**src/sv/delta_bitstream_audio_decoder_macros.svh**
```systemverilog
// ----------------------------------------------------------------------------
// delta_bitstream_audio_decoder_macros
// assertion macros for the decoder output stage, empty under synthesis
// ----------------------------------------------------------------------------
`ifndef DELTA_BITSTREAM_AUDIO_DECODER_MACROS_SVH
`define DELTA_BITSTREAM_AUDIO_DECODER_MACROS_SVH

`ifndef SYNTHESIS

// same-cycle implication, expects clk and rst_n in scope
`define DBAD_ASSERT_IMP(lbl, ante, cons) \
    lbl: assert property (@(posedge clk) disable iff (!rst_n) (ante) |-> (cons)) \
        else $error("dbad assertion failed");

// next-cycle implication, expects clk and rst_n in scope
`define DBAD_ASSERT_NXT(lbl, ante, cons) \
    lbl: assert property (@(posedge clk) disable iff (!rst_n) (ante) |=> (cons)) \
        else $error("dbad assertion failed");

`else

`define DBAD_ASSERT_IMP(lbl, ante, cons)
`define DBAD_ASSERT_NXT(lbl, ante, cons)

`endif

`endif

```
**src/sv/dbad_pkg.sv**
```systemverilog
// ----------------------------------------------------------------------------
// dbad_pkg
// shared widths, register indexes and step/result structs of the decoder
// ----------------------------------------------------------------------------
`default_nettype none

package dbad_pkg;

    localparam int BYTE_W     = 8;
    localparam int SAMPLE_W   = 16;
    localparam int REP_W      = 8;
    localparam int LEVEL_W    = 3;
    localparam int CFG_IDX_W  = 3;
    localparam int CFG_DATA_W = 16;

    // configuration register indexes
    localparam logic [CFG_IDX_W-1:0] CFG_LEVEL       = 3'd0;
    localparam logic [CFG_IDX_W-1:0] CFG_ZERO_MODE   = 3'd1;
    localparam logic [CFG_IDX_W-1:0] CFG_STEREO      = 3'd2;
    localparam logic [CFG_IDX_W-1:0] CFG_UNIT_SAMPS  = 3'd3;
    localparam logic [CFG_IDX_W-1:0] CFG_LAST_SAMPS  = 3'd4;

    localparam logic [CFG_DATA_W-1:0] UNIT_SAMPS_RST = 16'd512;

    // one serial step: a data bit, or the close of the byte
    typedef struct packed {
        logic valid;
        logic bval;
        logic unit_start;
        logic final_unit;
        logic unit_end;
        logic close;
    } step_t;

    typedef struct packed {
        logic [SAMPLE_W-1:0] sample;
        logic                channel;
        logic [REP_W-1:0]    repeat_res;
        logic                unit_done;
        logic                error;
    } res_t;

    // decoder to output stage
    typedef struct packed {
        logic step_valid;
        logic close;
        logic res_valid;
        res_t res;
    } emit_t;

endpackage

`default_nettype wire

```
**src/sv/dbad_byte_if.sv**
```systemverilog
// ----------------------------------------------------------------------------
// dbad_byte_if
// input channel: one packed byte of a unit per item
// ----------------------------------------------------------------------------
`default_nettype none

interface dbad_byte_if;
    logic       valid;
    logic       ready;
    logic [7:0] data_byte;
    logic       unit_start;
    logic       unit_end;
    logic       final_unit;

    modport source (output valid, output data_byte, output unit_start, output unit_end,
                    output final_unit, input ready);
    modport sink (input valid, input data_byte, input unit_start, input unit_end,
                  input final_unit, output ready);
endinterface

`default_nettype wire

```
**src/sv/dbad_res_if.sv**
```systemverilog
// ----------------------------------------------------------------------------
// dbad_res_if
// result channel: one decoded sample, run or status per item
// ----------------------------------------------------------------------------
`default_nettype none

interface dbad_res_if;
    logic               valid;
    logic               ready;
    logic signed [15:0] sample;
    logic               channel;
    logic [7:0]         repeat_res;
    logic               unit_done;
    logic               error;
    logic               last;

    modport source (output valid, output sample, output channel, output repeat_res,
                    output unit_done, output error, output last, input ready);
    modport sink (input valid, input sample, input channel, input repeat_res,
                  input unit_done, input error, input last, output ready);
endinterface

`default_nettype wire

```
**src/sv/dbad_serializer.sv**
```systemverilog
// ----------------------------------------------------------------------------
// dbad_serializer
// shifts an accepted byte out lsb first, then issues one close step
// ----------------------------------------------------------------------------
`default_nettype none

module dbad_serializer
    import dbad_pkg::*;
(
    input  wire         clk,
    input  wire         rst_n,
    dbad_byte_if.sink   in_ch,
    input  wire         adv,
    output step_t       step
);

    logic              busy_reg, busy_next;
    logic [3:0]        cnt_reg, cnt_next;
    logic [BYTE_W-1:0] shift_reg;
    logic              ustart_reg;
    logic              uend_reg;
    logic              final_reg;
    logic              closing;
    logic              take;

    assign closing = busy_reg && (cnt_reg == 4'(BYTE_W));
    // next byte may enter on the close step
    assign in_ch.ready = !busy_reg || (closing && adv);
    assign take = in_ch.valid && in_ch.ready;

    always_comb
    begin
        step.valid      = busy_reg;
        step.bval       = shift_reg[0];
        step.unit_start = ustart_reg && (cnt_reg == 4'd0);
        step.final_unit = final_reg;
        step.unit_end   = uend_reg;
        step.close      = closing;
    end

    always_comb
    begin
        busy_next = busy_reg;
        cnt_next  = cnt_reg;
        if (take)
        begin
            busy_next = 1'b1;
            cnt_next  = 4'd0;
        end
        else if (busy_reg && adv)
        begin
            if (closing)
                busy_next = 1'b0;
            else
                cnt_next = cnt_reg + 4'd1;
        end
    end

    always_ff @(posedge clk or negedge rst_n)
    begin
        if (!rst_n)
        begin
            busy_reg <= 1'b0;
            cnt_reg  <= 4'd0;
        end
        else
        begin
            busy_reg <= busy_next;
            cnt_reg  <= cnt_next;
        end
    end

    always_ff @(posedge clk)
    begin
        if (take)
        begin
            shift_reg  <= in_ch.data_byte;
            ustart_reg <= in_ch.unit_start;
            uend_reg   <= in_ch.unit_end;
            final_reg  <= in_ch.final_unit;
        end
        else if (busy_reg && adv && !closing)
        begin
            shift_reg <= {1'b0, shift_reg[BYTE_W-1:1]};
        end
    end

endmodule

`default_nettype wire

```
**src/sv/dbad_code_dec.sv**
```systemverilog
// ----------------------------------------------------------------------------
// dbad_code_dec
// bit collector, code decoder, predictors and unit sample count
// ----------------------------------------------------------------------------
`default_nettype none

module dbad_code_dec
    import dbad_pkg::*;
#(
    parameter int COUNT_WIDTH = 16
)
(
    input  wire                   clk,
    input  wire                   rst_n,
    input  step_t                 step,
    input  wire                   adv,
    input  wire [LEVEL_W-1:0]     level,
    input  wire                   zero_mode,
    input  wire                   stereo,
    input  wire [CFG_DATA_W-1:0]  unit_samps,
    input  wire [CFG_DATA_W-1:0]  last_samps,
    output emit_t                 em
);

    localparam logic [1:0] PH_IDLE   = 2'd0;
    localparam logic [1:0] PH_START  = 2'd1;
    localparam logic [1:0] PH_DECODE = 2'd2;
    localparam logic [1:0] PH_DONE   = 2'd3;

    localparam int BUF_W = 16;

    typedef struct packed {
        logic                done;
        logic [SAMPLE_W-1:0] np;
        logic [REP_W-1:0]    rep;
    } dec_t;

    function automatic dec_t decode_code(input logic [BUF_W-1:0] b,
                                         input logic [4:0] avail,
                                         input logic [SAMPLE_W-1:0] pred,
                                         input logic [LEVEL_W-1:0] lvl,
                                         input logic zmode);
        dec_t                r;
        logic [2:0]          typ;
        logic                hi_lvl;
        logic [3:0]          w;
        logic [3:0]          sh;
        logic [BUF_W-1:0]    v;
        logic [SAMPLE_W-1:0] mask;
        logic [SAMPLE_W-1:0] mag;
        logic [SAMPLE_W-1:0] d;
        logic [SAMPLE_W-1:0] delta_np;
        logic                sgn;
        logic [REP_W-1:0]    n8;
        r.done = 1'b0;
        r.np   = pred;
        r.rep  = 8'd1;
        typ    = b[2:0];
        hi_lvl = (lvl >= 3'd3);
        n8     = 8'd1;
        if (typ == 3'd7)
        begin
            w  = hi_lvl ? 4'd8 : 4'd8 - {1'b0, lvl};
            sh = hi_lvl ? 4'd9 : 4'd9 + {1'b0, lvl};
            v  = b >> 4;
        end
        else
        begin
            w  = hi_lvl ? 4'd3 + {1'b0, lvl} : 4'd5 - {1'b0, lvl};
            sh = hi_lvl ? 4'd1 + {1'b0, typ} : 4'd2 + {1'b0, typ} + {1'b0, lvl};
            v  = b >> 3;
        end
        // signed magnitude: top bit of the field is the sign
        mask     = (16'd1 << (w - 4'd1)) - 16'd1;
        mag      = v & mask;
        sgn      = v[w - 4'd1];
        d        = mag << sh;
        delta_np = sgn ? pred - d : pred + d;
        if (avail >= 5'd3)
        begin
            if (typ == 3'd0)
            begin
                if (!zmode)
                    r.done = 1'b1;
                else if (avail >= 5'd4)
                begin
                    if (!b[3])
                        r.done = 1'b1;
                    else if (avail >= 5'd6)
                    begin
                        if (b[5:4] == 2'b11)
                        begin
                            if (avail >= 5'd14)
                            begin
                                n8     = b[13:6];
                                r.done = 1'b1;
                            end
                        end
                        else
                        begin
                            n8     = {6'd0, b[5:4]};
                            r.done = 1'b1;
                        end
                        // run of zero length counts as one sample
                        r.rep = (n8 == 8'd0) ? 8'd1 : n8;
                    end
                end
            end
            else if (typ == 3'd7)
            begin
                if (avail >= 5'd4)
                begin
                    if (b[3])
                    begin
                        r.np   = '0;
                        r.done = 1'b1;
                    end
                    else if (avail >= 5'd4 + {1'b0, w})
                    begin
                        r.np   = delta_np;
                        r.done = 1'b1;
                    end
                end
            end
            else if (avail >= 5'd3 + {1'b0, w})
            begin
                r.np   = delta_np;
                r.done = 1'b1;
            end
        end
        return r;
    endfunction

    logic [BUF_W-1:0]       bits_reg, bits_next;
    logic [4:0]             cnt_reg, cnt_next;
    logic [SAMPLE_W-1:0]    pred_reg [2];
    logic [SAMPLE_W-1:0]    pred_next [2];
    logic                   ch_reg, ch_next;
    logic [COUNT_WIDTH-1:0] left_reg, left_next;
    logic [1:0]             ph_reg, ph_next;

    logic [BUF_W-1:0]       nb;
    logic [4:0]             nc;
    logic [BUF_W-1:0]       dec_bits;
    logic [4:0]             dec_avail;
    dec_t                   dec;
    logic                   code_hit;
    logic                   at_end;
    logic [REP_W-1:0]       run;
    logic                   active;

    always_comb
    begin
        bits_next    = bits_reg;
        cnt_next     = cnt_reg;
        pred_next[0] = pred_reg[0];
        pred_next[1] = pred_reg[1];
        ch_next      = ch_reg;
        left_next    = left_reg;
        ph_next      = ph_reg;
        code_hit     = 1'b0;
        at_end       = 1'b0;
        run          = '0;
        em.step_valid = step.valid;
        em.close      = step.close;
        em.res_valid  = 1'b0;
        em.res        = '0;

        if (step.unit_start)
        begin
            bits_next    = '0;
            cnt_next     = '0;
            pred_next[0] = '0;
            pred_next[1] = '0;
            ch_next      = 1'b0;
            left_next    = step.final_unit ? COUNT_WIDTH'(last_samps)
                                           : COUNT_WIDTH'(unit_samps);
            ph_next      = PH_START;
        end

        active = (ph_next == PH_START) || (ph_next == PH_DECODE);
        nb = bits_next | (BUF_W'(step.bval) << cnt_next[3:0]);
        nc = cnt_next + 5'd1;

        // end of data decodes the pending bits as if zero padded
        dec_bits  = step.close ? bits_next : nb;
        dec_avail = step.close ? 5'd24 : nc;
        dec = decode_code(dec_bits, dec_avail, pred_next[ch_next], level, zero_mode);

        if (!step.close)
        begin
            if (ph_next == PH_START)
            begin
                if (nc == 5'd16)
                begin
                    pred_next[ch_next] = nb;
                    bits_next = '0;
                    cnt_next  = '0;
                    if (stereo && !ch_next)
                        ch_next = 1'b1;
                    else
                    begin
                        ch_next = 1'b0;
                        ph_next = (left_next != '0) ? PH_DECODE : PH_DONE;
                    end
                end
                else
                begin
                    bits_next = nb;
                    cnt_next  = nc;
                end
            end
            else if (ph_next == PH_DECODE)
            begin
                if (dec.done)
                begin
                    code_hit  = 1'b1;
                    bits_next = '0;
                    cnt_next  = '0;
                end
                else
                begin
                    bits_next = nb;
                    cnt_next  = nc;
                end
            end
        end
        else if (step.unit_end && active)
        begin
            if ((ph_next == PH_DECODE) && (cnt_next != '0))
            begin
                code_hit = 1'b1;
                at_end   = 1'b1;
            end
            else if (left_next != '0)
            begin
                // data ran out: status-only item
                em.res_valid = 1'b1;
                em.res.error = 1'b1;
            end
            ph_next   = PH_DONE;
            bits_next = '0;
            cnt_next  = '0;
        end

        if (code_hit)
        begin
            // clip the run to the samples left in the unit
            run = (COUNT_WIDTH'(dec.rep) < left_next) ? dec.rep : left_next[REP_W-1:0];
            pred_next[ch_next] = dec.np;
            left_next = left_next - COUNT_WIDTH'(run);
            em.res_valid      = 1'b1;
            em.res.sample     = dec.np;
            em.res.channel    = ch_next;
            em.res.repeat_res = run;
            em.res.unit_done  = (left_next == '0);
            em.res.error      = at_end && (left_next != '0);
            if (stereo)
                ch_next = !ch_next;
            if (left_next == '0)
                ph_next = PH_DONE;
        end
    end

    always_ff @(posedge clk or negedge rst_n)
    begin
        if (!rst_n)
        begin
            bits_reg    <= '0;
            cnt_reg     <= '0;
            pred_reg[0] <= '0;
            pred_reg[1] <= '0;
            ch_reg      <= 1'b0;
            left_reg    <= '0;
            ph_reg      <= PH_IDLE;
        end
        else if (adv)
        begin
            bits_reg    <= bits_next;
            cnt_reg     <= cnt_next;
            pred_reg[0] <= pred_next[0];
            pred_reg[1] <= pred_next[1];
            ch_reg      <= ch_next;
            left_reg    <= left_next;
            ph_reg      <= ph_next;
        end
    end

endmodule

`default_nettype wire

```
**src/sv/dbad_out_stage.sv**
```systemverilog
// ----------------------------------------------------------------------------
// dbad_out_stage
// hold slot plus output register; marks the final item of each byte
// ----------------------------------------------------------------------------
`default_nettype none
`include "delta_bitstream_audio_decoder_macros.svh"

module dbad_out_stage
    import dbad_pkg::*;
(
    input  wire          clk,
    input  wire          rst_n,
    input  emit_t        em,
    output logic         adv,
    dbad_res_if.source   out_ch
);

    logic hold_valid_reg, hold_valid_next;
    logic hold_last_reg, hold_last_next;
    res_t hold_res_reg;
    logic out_valid_reg, out_valid_next;
    res_t out_res_reg;
    logic out_last_reg;

    logic out_free;
    logic need;
    logic load_out;
    logic out_last_v;

    // an item is held back until the next item or the close shows whether it is the last
    always_comb
    begin
        out_free   = !out_valid_reg || out_ch.ready;
        need       = em.res_valid || em.close;
        adv        = em.step_valid && (!need || !hold_valid_reg || out_free);
        load_out   = hold_valid_reg && out_free && (hold_last_reg || (adv && need));
        out_last_v = hold_last_reg || (em.close && !em.res_valid);

        out_valid_next = out_valid_reg;
        if (load_out)
            out_valid_next = 1'b1;
        else if (out_ch.ready)
            out_valid_next = 1'b0;

        hold_valid_next = hold_valid_reg;
        hold_last_next  = hold_last_reg;
        if (adv && em.res_valid)
        begin
            hold_valid_next = 1'b1;
            hold_last_next  = em.close;
        end
        else if (load_out)
        begin
            hold_valid_next = 1'b0;
            hold_last_next  = 1'b0;
        end
    end

    always_ff @(posedge clk or negedge rst_n)
    begin
        if (!rst_n)
        begin
            out_valid_reg  <= 1'b0;
            hold_valid_reg <= 1'b0;
            hold_last_reg  <= 1'b0;
        end
        else
        begin
            out_valid_reg  <= out_valid_next;
            hold_valid_reg <= hold_valid_next;
            hold_last_reg  <= hold_last_next;
        end
    end

    always_ff @(posedge clk)
    begin
        if (adv && em.res_valid)
            hold_res_reg <= em.res;
        if (load_out)
        begin
            out_res_reg  <= hold_res_reg;
            out_last_reg <= out_last_v;
        end
    end

    assign out_ch.valid      = out_valid_reg;
    assign out_ch.sample     = $signed(out_res_reg.sample);
    assign out_ch.channel    = out_res_reg.channel;
    assign out_ch.repeat_res = out_res_reg.repeat_res;
    assign out_ch.unit_done  = out_res_reg.unit_done;
    assign out_ch.error      = out_res_reg.error;
    assign out_ch.last       = out_last_reg;

    // a new item never lands on a full hold slot that cannot drain
    `DBAD_ASSERT_IMP(a_no_overwrite, adv && em.res_valid && hold_valid_reg, out_free)
    // last mark only on a held item
    `DBAD_ASSERT_IMP(a_last_held, hold_last_reg, hold_valid_reg)
    // a drained item shows up on the port
    `DBAD_ASSERT_NXT(a_out_loaded, load_out, out_valid_reg)

endmodule

`default_nettype wire

```
**src/sv/delta_bitstream_audio_decoder.sv**
```systemverilog
// ----------------------------------------------------------------------------
// delta_bitstream_audio_decoder
// delta-coded audio unit decoder, bit serial, one packed byte per item
// ----------------------------------------------------------------------------
// usage
//   in_ch takes one packed byte per item, lsb first within the stream;
//   unit_start on the first byte restarts decoding, unit_end marks the
//   last byte, final_unit selects the last unit's sample count
//   out_ch gives one item per decoded code (sample plus repeat count),
//   or a status-only item (repeat_res 0, error 1) when data runs out;
//   last is set on the final item caused by an input byte
//   cfg_we/cfg_idx/cfg_data write the five setup registers, idle only
// timing
//   each byte walks through a shift register one bit per cycle while out_ch
//   does not stall, then one close step; the next byte is taken on the
//   close step
//   an item waits in the hold slot until the next item or the close
// reset and stall
//   reset clears all control state, predictors and the sample count; the
//   block waits for a byte with unit_start, no clearing pass is needed
//   when out_ch stalls, one item waits in the output register and one in
//   the hold slot; the bit engine then stops and in_ch drops ready
// ----------------------------------------------------------------------------
`default_nettype none

module delta_bitstream_audio_decoder
    import dbad_pkg::*;
#(
    parameter int COUNT_WIDTH = 16
)
(
    input  wire                   clk,
    input  wire                   rst_n,
    dbad_byte_if.sink             in_ch,
    dbad_res_if.source            out_ch,
    input  wire                   cfg_we,
    input  wire [CFG_IDX_W-1:0]   cfg_idx,
    input  wire [CFG_DATA_W-1:0]  cfg_data
);

    // setup registers
    logic [LEVEL_W-1:0]    level_reg;
    logic                  zero_mode_reg;
    logic                  stereo_reg;
    logic [CFG_DATA_W-1:0] unit_samps_reg;
    logic [CFG_DATA_W-1:0] last_samps_reg;

    // serial step from the byte shifter, handshake from the output stage
    step_t step;
    emit_t em;
    logic  adv;

    always_ff @(posedge clk or negedge rst_n)
    begin
        if (!rst_n)
        begin
            level_reg      <= '0;
            zero_mode_reg  <= 1'b0;
            stereo_reg     <= 1'b0;
            unit_samps_reg <= UNIT_SAMPS_RST;
            last_samps_reg <= UNIT_SAMPS_RST;
        end
        else if (cfg_we)
        begin
            case (cfg_idx)
                CFG_LEVEL:      level_reg      <= cfg_data[LEVEL_W-1:0];
                CFG_ZERO_MODE:  zero_mode_reg  <= cfg_data[0];
                CFG_STEREO:     stereo_reg     <= cfg_data[0];
                CFG_UNIT_SAMPS: unit_samps_reg <= cfg_data;
                CFG_LAST_SAMPS: last_samps_reg <= cfg_data;
                default:        ;
            endcase
        end
    end

    // byte to bit shifter
    dbad_serializer u_ser (
        .clk   (clk),
        .rst_n (rst_n),
        .in_ch (in_ch),
        .adv   (adv),
        .step  (step)
    );

    // code decoding, predictors and sample count
    dbad_code_dec #(
        .COUNT_WIDTH (COUNT_WIDTH)
    ) u_dec (
        .clk        (clk),
        .rst_n      (rst_n),
        .step       (step),
        .adv        (adv),
        .level      (level_reg),
        .zero_mode  (zero_mode_reg),
        .stereo     (stereo_reg),
        .unit_samps (unit_samps_reg),
        .last_samps (last_samps_reg),
        .em         (em)
    );

    // hold slot and output register, sets last per byte
    dbad_out_stage u_out (
        .clk    (clk),
        .rst_n  (rst_n),
        .em     (em),
        .adv    (adv),
        .out_ch (out_ch)
    );

endmodule

`default_nettype wire

```
**src/flat_wrapper.sv**
```systemverilog
// flat-port wrapper written by rule: the top's interface ports become plain ports
module delta_bitstream_audio_decoder_flat import dbad_pkg::*;
#(
    parameter int COUNT_WIDTH = 16
)
  (clk, rst_n, cfg_we, cfg_idx, cfg_data, in_ch_valid, in_ch_data_byte, in_ch_unit_start, in_ch_unit_end, in_ch_final_unit, in_ch_ready, out_ch_valid, out_ch_sample, out_ch_channel, out_ch_repeat_res, out_ch_unit_done, out_ch_error, out_ch_last, out_ch_ready);
  dbad_byte_if in_ch_i ();
  dbad_res_if out_ch_i ();
  input  wire clk;
  input  wire rst_n;
  input  wire cfg_we;
  input  wire [CFG_IDX_W-1:0] cfg_idx;
  input  wire [CFG_DATA_W-1:0] cfg_data;
  input wire logic [$bits(in_ch_i.valid)-1:0] in_ch_valid;
  input wire logic [$bits(in_ch_i.data_byte)-1:0] in_ch_data_byte;
  input wire logic [$bits(in_ch_i.unit_start)-1:0] in_ch_unit_start;
  input wire logic [$bits(in_ch_i.unit_end)-1:0] in_ch_unit_end;
  input wire logic [$bits(in_ch_i.final_unit)-1:0] in_ch_final_unit;
  output wire logic [$bits(in_ch_i.ready)-1:0] in_ch_ready;
  output wire logic [$bits(out_ch_i.valid)-1:0] out_ch_valid;
  output wire logic [$bits(out_ch_i.sample)-1:0] out_ch_sample;
  output wire logic [$bits(out_ch_i.channel)-1:0] out_ch_channel;
  output wire logic [$bits(out_ch_i.repeat_res)-1:0] out_ch_repeat_res;
  output wire logic [$bits(out_ch_i.unit_done)-1:0] out_ch_unit_done;
  output wire logic [$bits(out_ch_i.error)-1:0] out_ch_error;
  output wire logic [$bits(out_ch_i.last)-1:0] out_ch_last;
  input wire logic [$bits(out_ch_i.ready)-1:0] out_ch_ready;
  assign in_ch_i.valid = in_ch_valid;
  assign in_ch_i.data_byte = in_ch_data_byte;
  assign in_ch_i.unit_start = in_ch_unit_start;
  assign in_ch_i.unit_end = in_ch_unit_end;
  assign in_ch_i.final_unit = in_ch_final_unit;
  assign in_ch_ready = in_ch_i.ready;
  assign out_ch_valid = out_ch_i.valid;
  assign out_ch_sample = out_ch_i.sample;
  assign out_ch_channel = out_ch_i.channel;
  assign out_ch_repeat_res = out_ch_i.repeat_res;
  assign out_ch_unit_done = out_ch_i.unit_done;
  assign out_ch_error = out_ch_i.error;
  assign out_ch_last = out_ch_i.last;
  assign out_ch_i.ready = out_ch_ready;
  delta_bitstream_audio_decoder #(.COUNT_WIDTH(COUNT_WIDTH)) u_core (.clk(clk), .rst_n(rst_n), .in_ch(in_ch_i), .out_ch(out_ch_i), .cfg_we(cfg_we), .cfg_idx(cfg_idx), .cfg_data(cfg_data));
endmodule
```
**config.mk**
```make
export PLATFORM = sky130hd
export DESIGN_NAME = delta_bitstream_audio_decoder_flat
export DESIGN_NICKNAME = d
export VERILOG_FILES = /design/src/sv/dbad_pkg.sv /design/src/sv/dbad_byte_if.sv /design/src/sv/dbad_res_if.sv /design/src/sv/dbad_serializer.sv /design/src/sv/dbad_code_dec.sv /design/src/sv/dbad_out_stage.sv /design/src/sv/delta_bitstream_audio_decoder.sv /design/src/flat_wrapper.sv
export VERILOG_INCLUDE_DIRS = /design/src /design/src/sv
export SDC_FILE = /design/constraint.sdc
export NUM_CORES = 1
export LEC_CHECK = 0
export BUFFER_PORTS_ARGS = -buffer_cell sky130_fd_sc_hd__buf_4
export CORE_ASPECT_RATIO = 0.8
export CORE_MARGIN = 2
export CORE_UTILIZATION = 49
export CTS_CLUSTER_DIAMETER = 200
export DETAILED_ROUTE_END_ITERATION = 16
export PLACE_DENSITY = 0.72
export SETUP_SLACK_MARGIN = 0.5
export SLEW_MARGIN = 10
export SYNTH_ARGS = -nofsm -noshare
export SYNTH_HDL_FRONTEND = slang
export SYNTH_SLANG_ARGS = --single-unit
export TNS_END_PERCENT = 10
```
**constraint.sdc**
```tcl
create_clock -name clk -period 8.8 [get_ports clk]
set_input_delay 1.76 -clock clk [delete_from_list [all_inputs] [get_ports clk]]
set_output_delay 1.76 -clock clk [all_outputs]
set_load 0.02 [all_outputs]
```
After elaboration in Yosys (flattened, before gate mapping)
Index checks and enable logic that the tools add are counted.
{"block": "classes", "add_sub_neg": 16, "n_lt_le_gt_ge": 13, "eq_ne": 11, "shifts": 3, "mux": 113, "bitwise": 4, "n_reduce_logical": 54}
{"cell": "2-to-1 mux 16 bit", "count": 18}
{"cell": "2-to-1 mux 32 bit", "count": 5}
{"cell": "2-to-1 mux 8 bit", "count": 17}
{"cell": "2-to-1 mux 17 bit", "count": 5}
{"cell": "bitwise mux 32 bit", "count": 2}
{"cell": "2-to-1 mux 5 bit", "count": 8}
{"cell": "2-to-1 mux 4 bit", "count": 9}
{"cell": "2-to-1 mux 1 bit", "count": 35}
{"cell": "demux 16 bit (select 1 bit)", "count": 2}
{"cell": "nonzero test 16 bit", "count": 2}
{"cell": "2-to-1 mux 28 bit", "count": 1}
{"cell": "2-to-1 mux 25 bit", "count": 1}
{"cell": "logical AND 1 bit", "count": 18}
{"cell": "adder 16 bit", "count": 1}
{"cell": "bitwise AND 16 bit", "count": 1}
{"cell": "logical NOT 16 bit", "count": 1}
{"cell": "less-than comparator 8 x 16 -> 1 bit", "count": 1}
{"cell": "2-to-1 mux 2 bit", "count": 8}
{"cell": "bitwise OR 16 bit", "count": 1}
{"cell": "left shift 1 x 4 -> 16 bit", "count": 1}
{"cell": "left shift 1 x 4 -> 16 bit (first input constant)", "count": 1}
{"cell": "left shift 16 x 4 -> 16 bit", "count": 1}
{"cell": "subtractor 16 x 1 -> 16 bit (second input constant)", "count": 1}
{"cell": "subtractor 16 bit", "count": 1}
{"cell": "other kinds (39)", "count": 73}
{"block": "totals", "register_bits": 183, "input_bits": 35, "out_inout_bits": 30, "elab_cells": 246}

Depth between registers and ports, before layout
{"block": "logic_depth", "ltp_word": 38, "mapped_depth": 45, "mapped_depth_nobuf": 40}

Hierarchy
From an unflattened synthesis, not the netlist that was laid out.
{"block": "unflattened", "cells_unflattened": 1659, "hier_area_um2": 14526.4}
{"mod": "dbad_code_dec", "instances": 1, "cells_each": 1442, "area_per_inst_um2": 10441.3}
{"mod": "dbad_out_stage", "instances": 1, "cells_each": 74, "area_per_inst_um2": 1833.0}
{"mod": "delta_bitstream_audio_decoder", "instances": 1, "cells_each": 82, "area_per_inst_um2": 1443.9}
{"mod": "dbad_serializer", "instances": 1, "cells_each": 61, "area_per_inst_um2": 808.3}

Worst setup path after synthesis
Ideal clock, no wire load.
{"block": "synth_timing", "path_type": "flip-flop to flip-flop", "startpoint": "register u_core.u_ser.cnt_reg[0]", "endpoint": "register u_core.u_out.hold_res_reg[26] (netlist bit) (data pin)", "t_arrival_ns": 8.768, "required_time_ns": 8.530, "path_slack_ns": -0.238, "stages_incl_launch_ff": 46, "period_less_slack_ns": 9.038, "cell_sequence": "dfrtp_1 -> inv_1 -> ha_1 -> and4b_1 -> clkbuf_1 -> a211o_1 -> nand2_1 -> ha_1 -> ha_1 -> buf_2 -> buf_2 -> buf_1 -> clkbuf_1 -> clkbuf_1 -> or3_1 -> nand2_1 -> inv_1 -> ha_1 -> (+10 left out) -> ha_1 -> nand2_1 -> o21ai_0 -> inv_1 -> ha_1 -> nor2b_1 -> o21ai_0 -> a21boi_0 -> o211ai_1 -> a21oi_1 -> nor3_1 -> o31ai_1 -> a31o_2 -> nand2_1 -> a211oi_1 -> nor3_1 -> mux2i_1 -> a21oi_1"}
{"block": "synth_between", "elab_chain_len": 21}
{"element": "start: declaration", "line": "dbad_serializer.sv:18", "source": "logic [3:0] cnt_reg, cnt_next;"}
{"element": "start signal: assignment", "line": "dbad_serializer.sv:69", "source": "cnt_reg <= cnt_next;"}
{"element": "logical NOT 4 bit", "line": "dbad_serializer.sv:35", "source": "step.unit_start = ustart_reg && (cnt_reg == 4'd0);"}
{"element": "logical AND 1 bit", "line": "dbad_serializer.sv:35"}
{"element": "2-to-1 mux 5 bit", "line": "dbad_code_dec.sv:169", "source": "if (step.unit_start)"}
{"element": "left shift 1 x 4 -> 16 bit", "line": "dbad_code_dec.sv:182", "source": "nb = bits_next | (BUF_W'(step.bval) << cnt_next[3:0]);"}
{"element": "bitwise OR 16 bit", "line": "dbad_code_dec.sv:182"}
{"element": "2-to-1 mux 16 bit", "line": "dbad_code_dec.sv:186", "source": "dec_bits = step.close ? bits_next : nb;"}
{"element": "equality test 3 bit", "line": "dbad_code_dec.sv:61, dbad_code_dec.sv:109"}
{"element": "2-to-1 mux 4 bit", "line": "dbad_code_dec.sv:61", "source": "if (typ == 3'd7)"}
{"element": "(+5 left out)"}
{"element": "adder 16 bit / subtractor 16 bit (equally long branches)", "line": "dbad_code_dec.sv:78", "source": "delta_np = sgn ? pred - d : pred + d;"}
{"element": "2-to-1 mux 16 bit", "line": "dbad_code_dec.sv:78"}
{"element": "2-to-1 mux 17 bit", "line": "dbad_code_dec.sv:118", "source": "else if (avail >= 5'd4 + {1'b0, w})"}
{"element": "2-to-1 mux 17 bit", "line": "dbad_code_dec.sv:113", "source": "if (b[3])"}
{"element": "2-to-1 mux 17 bit", "line": "dbad_code_dec.sv:111", "source": "if (avail >= 5'd4)"}
{"element": "2-to-1 mux 17 bit", "line": "dbad_code_dec.sv:109", "source": "else if (typ == 3'd7)"}
{"element": "2-to-1 mux 16 bit", "line": "dbad_code_dec.sv:81", "source": "if (typ == 3'd0)"}
{"element": "2-to-1 mux 25 bit", "line": "dbad_code_dec.sv:79", "source": "if (avail >= 5'd3)"}
{"element": "end signal: assignment", "line": "dbad_out_stage.sv:78", "source": "hold_res_reg <= em.res;"}
{"element": "end: declaration", "line": "dbad_out_stage.sv:20", "source": "res_t hold_res_reg;"}
Parallel ways exist; a longest one is shown, timed or not. The select of a mux whose other input is x is not followed.
A chain may end at the register's enable or synchronous reset.

Worst setup path in the final report
{"block": "layout_timing", "startpoint": "register u_core.u_dec.cnt_reg[3]", "endpoint": "register u_core.u_out.hold_res_reg[26] (netlist bit) (data pin)"}
{"block": "layout_between", "elab_chain_len": 19}
{"element": "start: declaration", "line": "dbad_code_dec.sv:135", "source": "logic [4:0] cnt_reg, cnt_next;"}
{"element": "start signal: assignment", "line": "dbad_code_dec.sv:280", "source": "cnt_reg <= cnt_next;"}
{"element": "2-to-1 mux 5 bit (*)", "line": "dbad_code_dec.sv:169"}
{"element": "left shift 1 x 4 -> 16 bit", "line": "dbad_code_dec.sv:182"}
{"element": "bitwise OR 16 bit", "line": "dbad_code_dec.sv:182"}
{"element": "2-to-1 mux 16 bit", "line": "dbad_code_dec.sv:186"}
{"element": "equality test 3 bit", "line": "dbad_code_dec.sv:61, dbad_code_dec.sv:109"}
{"element": "2-to-1 mux 4 bit", "line": "dbad_code_dec.sv:61"}
{"element": "subtractor 4 x 1 -> 4 bit", "line": "dbad_code_dec.sv:74, dbad_code_dec.sv:76"}
{"element": "left shift 1 x 4 -> 16 bit", "line": "dbad_code_dec.sv:74", "source": "mask = (16'd1 << (w - 4'd1)) - 16'd1;"}
{"element": "(+3 left out)"}
{"element": "adder 16 bit / subtractor 16 bit (equally long branches)", "line": "dbad_code_dec.sv:78"}
{"element": "2-to-1 mux 16 bit", "line": "dbad_code_dec.sv:78"}
{"element": "2-to-1 mux 17 bit", "line": "dbad_code_dec.sv:118"}
{"element": "2-to-1 mux 17 bit", "line": "dbad_code_dec.sv:113"}
{"element": "2-to-1 mux 17 bit", "line": "dbad_code_dec.sv:111"}
{"element": "2-to-1 mux 17 bit", "line": "dbad_code_dec.sv:109"}
{"element": "2-to-1 mux 16 bit", "line": "dbad_code_dec.sv:81"}
{"element": "2-to-1 mux 25 bit", "line": "dbad_code_dec.sv:79"}
Every way passes the cells marked *; elsewhere a longest branch is shown, timed or not. The select of a mux whose other input is x is not followed.

==> results.toml <==
[cts]
cts_root_buf = "clkbuf_16"
cts_buffer_depth = 2
clkTransAtPathRegs_ps = 80
clkSinkCount = 183
cts_made_buffers = 17
insertion_delay_ps = 450
h-tree-depth = 4
tritoncts = "done"

[synthesis]
synthCells = 1682
async_reset_ff_frac = 0.6393
yosysWarningCount = 0
postSynthAreaPerCell_sq_um = 8.482
synth_edf_count = 66
ys_types = 106
syn_nets = 1785
ys_seq_elements = 183
yosys_most_used_dff = "dfrtp_1"
synth-seq-area-share = 0.3443
synth_area_sq_um = 14270

[worst_setup_path]
cpPeakStageDelay_ps = 740
crit_path_max_fanout = 15
start_kind = "flop"
end_kind = "flop"
required_ps = 8990
crit_slowest_cell = "o41ai_1"
crit_family = "compound AO/OA/AOI/OAI gates"
crit_type = "flop to flop"
cp_common_cell = "ha_1"
crit_arrival_ps = 8190
crit_buf_inv = 4

[timing]
fin_crit_sh = 0.9088
maxSlewViolCount = 0
finalSetupViolCount = 0
clock.fmax_mhz = 125.0
final_hold_viol_count = 0
slew_headroom = 0.2705
worstMarginPinSlew_ps = 1090
holdWs_ps = 421.5
fin_tns_setup_ps = 0
period_minus_slack_ps = 7997
fin_skew_ps = 11.82
rsz0062_at_grt = "true"

[placed_design]
place_area_sq_um = 15090
gp_congestion = 0.9652
dp_hpwl_mm = 31.12
io_buffer_count = 64

[route]
finalWirelength_mm = 43.03
viasPerCell = 6.320
drt_iter0_markers = 1493
ant_nets = 0
wl_per_cell_um = 20.60
drtPass1Iterations = 6
drc = 0
num_vias = 13200

[finish]
drive_gt1_frac = 0.1559
design_area_sq_um = 15890
nets = 1809
final_common_cell = "nand2_1"
area_delta_synth_final_pct = 11.39
largest_reg_flops = 32
layout_common_cells = "nand2_1, nor2_1, a21oi_1, o21ai_0, dfrtp_1"
num_antenna_cells = 0
fillers = 2547

[min_path]
min_path_type = "flop to flop"

[floorplan]
ioPinCount = 65
die-area_sq_um = 30500
die_w_um = 194.8
coreArea_sq_um = 28490
die_h_um = 156.6
start_util = 0.5007
rows = 55

[global_route]
grt_pass1_vias = 12310
grt_first_pass_wirelength_mm = 67.31
grt_max_degree = 79
track_usage = 0.2825
antenna_found_initial = 0
grt_overflow = 0

[run_status]
status = "finished clean"

[run]
maxCapViolCount = 0
final timing paths:
kind                       slack [ps]  depth (start not counted)                       endpoint                    startpoint
setup / recovery                  800                         36  u_core.u_out.hold_res_reg[26]       u_core.u_dec.cnt_reg[3]
hold / removal                    420                          0  u_core.u_out.out_ch.unit_done  u_core.u_out.hold_res_reg[1]
hold reg to reg                   420                          0  u_core.u_out.out_ch.unit_done  u_core.u_out.hold_res_reg[1]
max in group asynchronous        5950                          2        u_core.u_dec.cnt_reg[1]                         rst_n
min in group asynchronous        1350                          1          u_core.u_ser.busy_reg                         rst_n
setup reg to reg                  800                         36  u_core.u_out.hold_res_reg[26]       u_core.u_dec.cnt_reg[3]
Yosys cell counts (13+ instances only):
| cell | count | area share |
|---|---|---|
| o21ai_0 | 119 | 0.042 |
| mux2_2 | 48 | 0.038 |
| a21o_1 | 15 | 0.0079 |
| o21ai_1 | 14 | 0.0049 |
| clkbuf_1 | 77 | 0.020 |
| xnor2_1 | 23 | 0.014 |
| nor3_1 | 36 | 0.013 |
| mux2i_1 | 60 | 0.042 |
| nor2b_1 | 16 | 0.0070 |
| edfxtp_1 | 66 | 0.14 |
| or3_1 | 14 | 0.0061 |
| o22ai_1 | 16 | 0.0070 |
| and2_1 | 26 | 0.011 |
| dfrtp_1 | 115 | 0.20 |
| o211ai_1 | 13 | 0.0068 |
| nand3_1 | 35 | 0.012 |
| xor2_1 | 24 | 0.015 |
| inv_1 | 60 | 0.016 |
| ha_1 | 65 | 0.057 |
| nand3b_1 | 14 | 0.0074 |
| nor2_1 | 183 | 0.048 |
| a21oi_1 | 142 | 0.050 |
| nand2_1 | 190 | 0.050 |
| a2111oi_0 | 21 | 0.013 |
| a31oi_1 | 30 | 0.013 |
logic make-up after synthesis:
family                     synth area share
AOI/OAI and AO/OA                    0.2371
xor gates and xnor gates            0.02999
adders and majority gates           0.06192
buffers and inverters               0.04613
DFF                                  0.3443
muxes                               0.08314
and+or+nand+nor                      0.1974
worst register-to-register path: cells and delay by family, from the launching register on:
family	cells	cell delay, ps
compound gates	15	3290
simple gates	9	1590
fa+ha+maj	5	1200
flops	1	520
mux	2	470
buf+inv	4	410
xor+xnor	1	270
final cells by class:
cell class,count,area [sq um],share of cell area
multi-input combinational,1335,8847,0.5567
sequential,183,4915,0.3093
timing repair buffer,106,799.5,0.05031
tap,370,462.9,0.02913
clock buffer,17,425.4,0.02677
inverter,63,239.0,0.01504
clock inverter,15,202.7,0.01275
metal layers:
layer | global-route usage | up-vias | wire length [um]
met1 | 0.3921 | 6278 | 19130
li1 | - | 6214 | -
met3 | 0.06746 | 67 | 3858
met2 | 0.4386 | 644 | 18990
met5 | 0 | - | 0
met4 | 0.08688 | 0 | 1057
per-stage QoR:
stage | util | setup slack [ps] | std cells
after floorplan | - | 511.5 | 1682
after global placement | 0.5298 | 683.7 | 2048
final | 0.5578 | 802.8 | 2089
after detailed placement | 0.5298 | 364.6 | 2048
after global routing | 0.5578 | 395.5 | 2089
after CTS | 0.5528 | 501.3 | 2081
what timing repair did:
action,CTS,global route
pin swaps,1,9
hold buffers,0,0
setup buffers,1,8
endpoints found under the setup margin,6,35
resized for setup,4,25
Power is left out: the tool's default activity adds up to more than one toggle a clock period on the data nets, which glitch-free logic cannot reach.
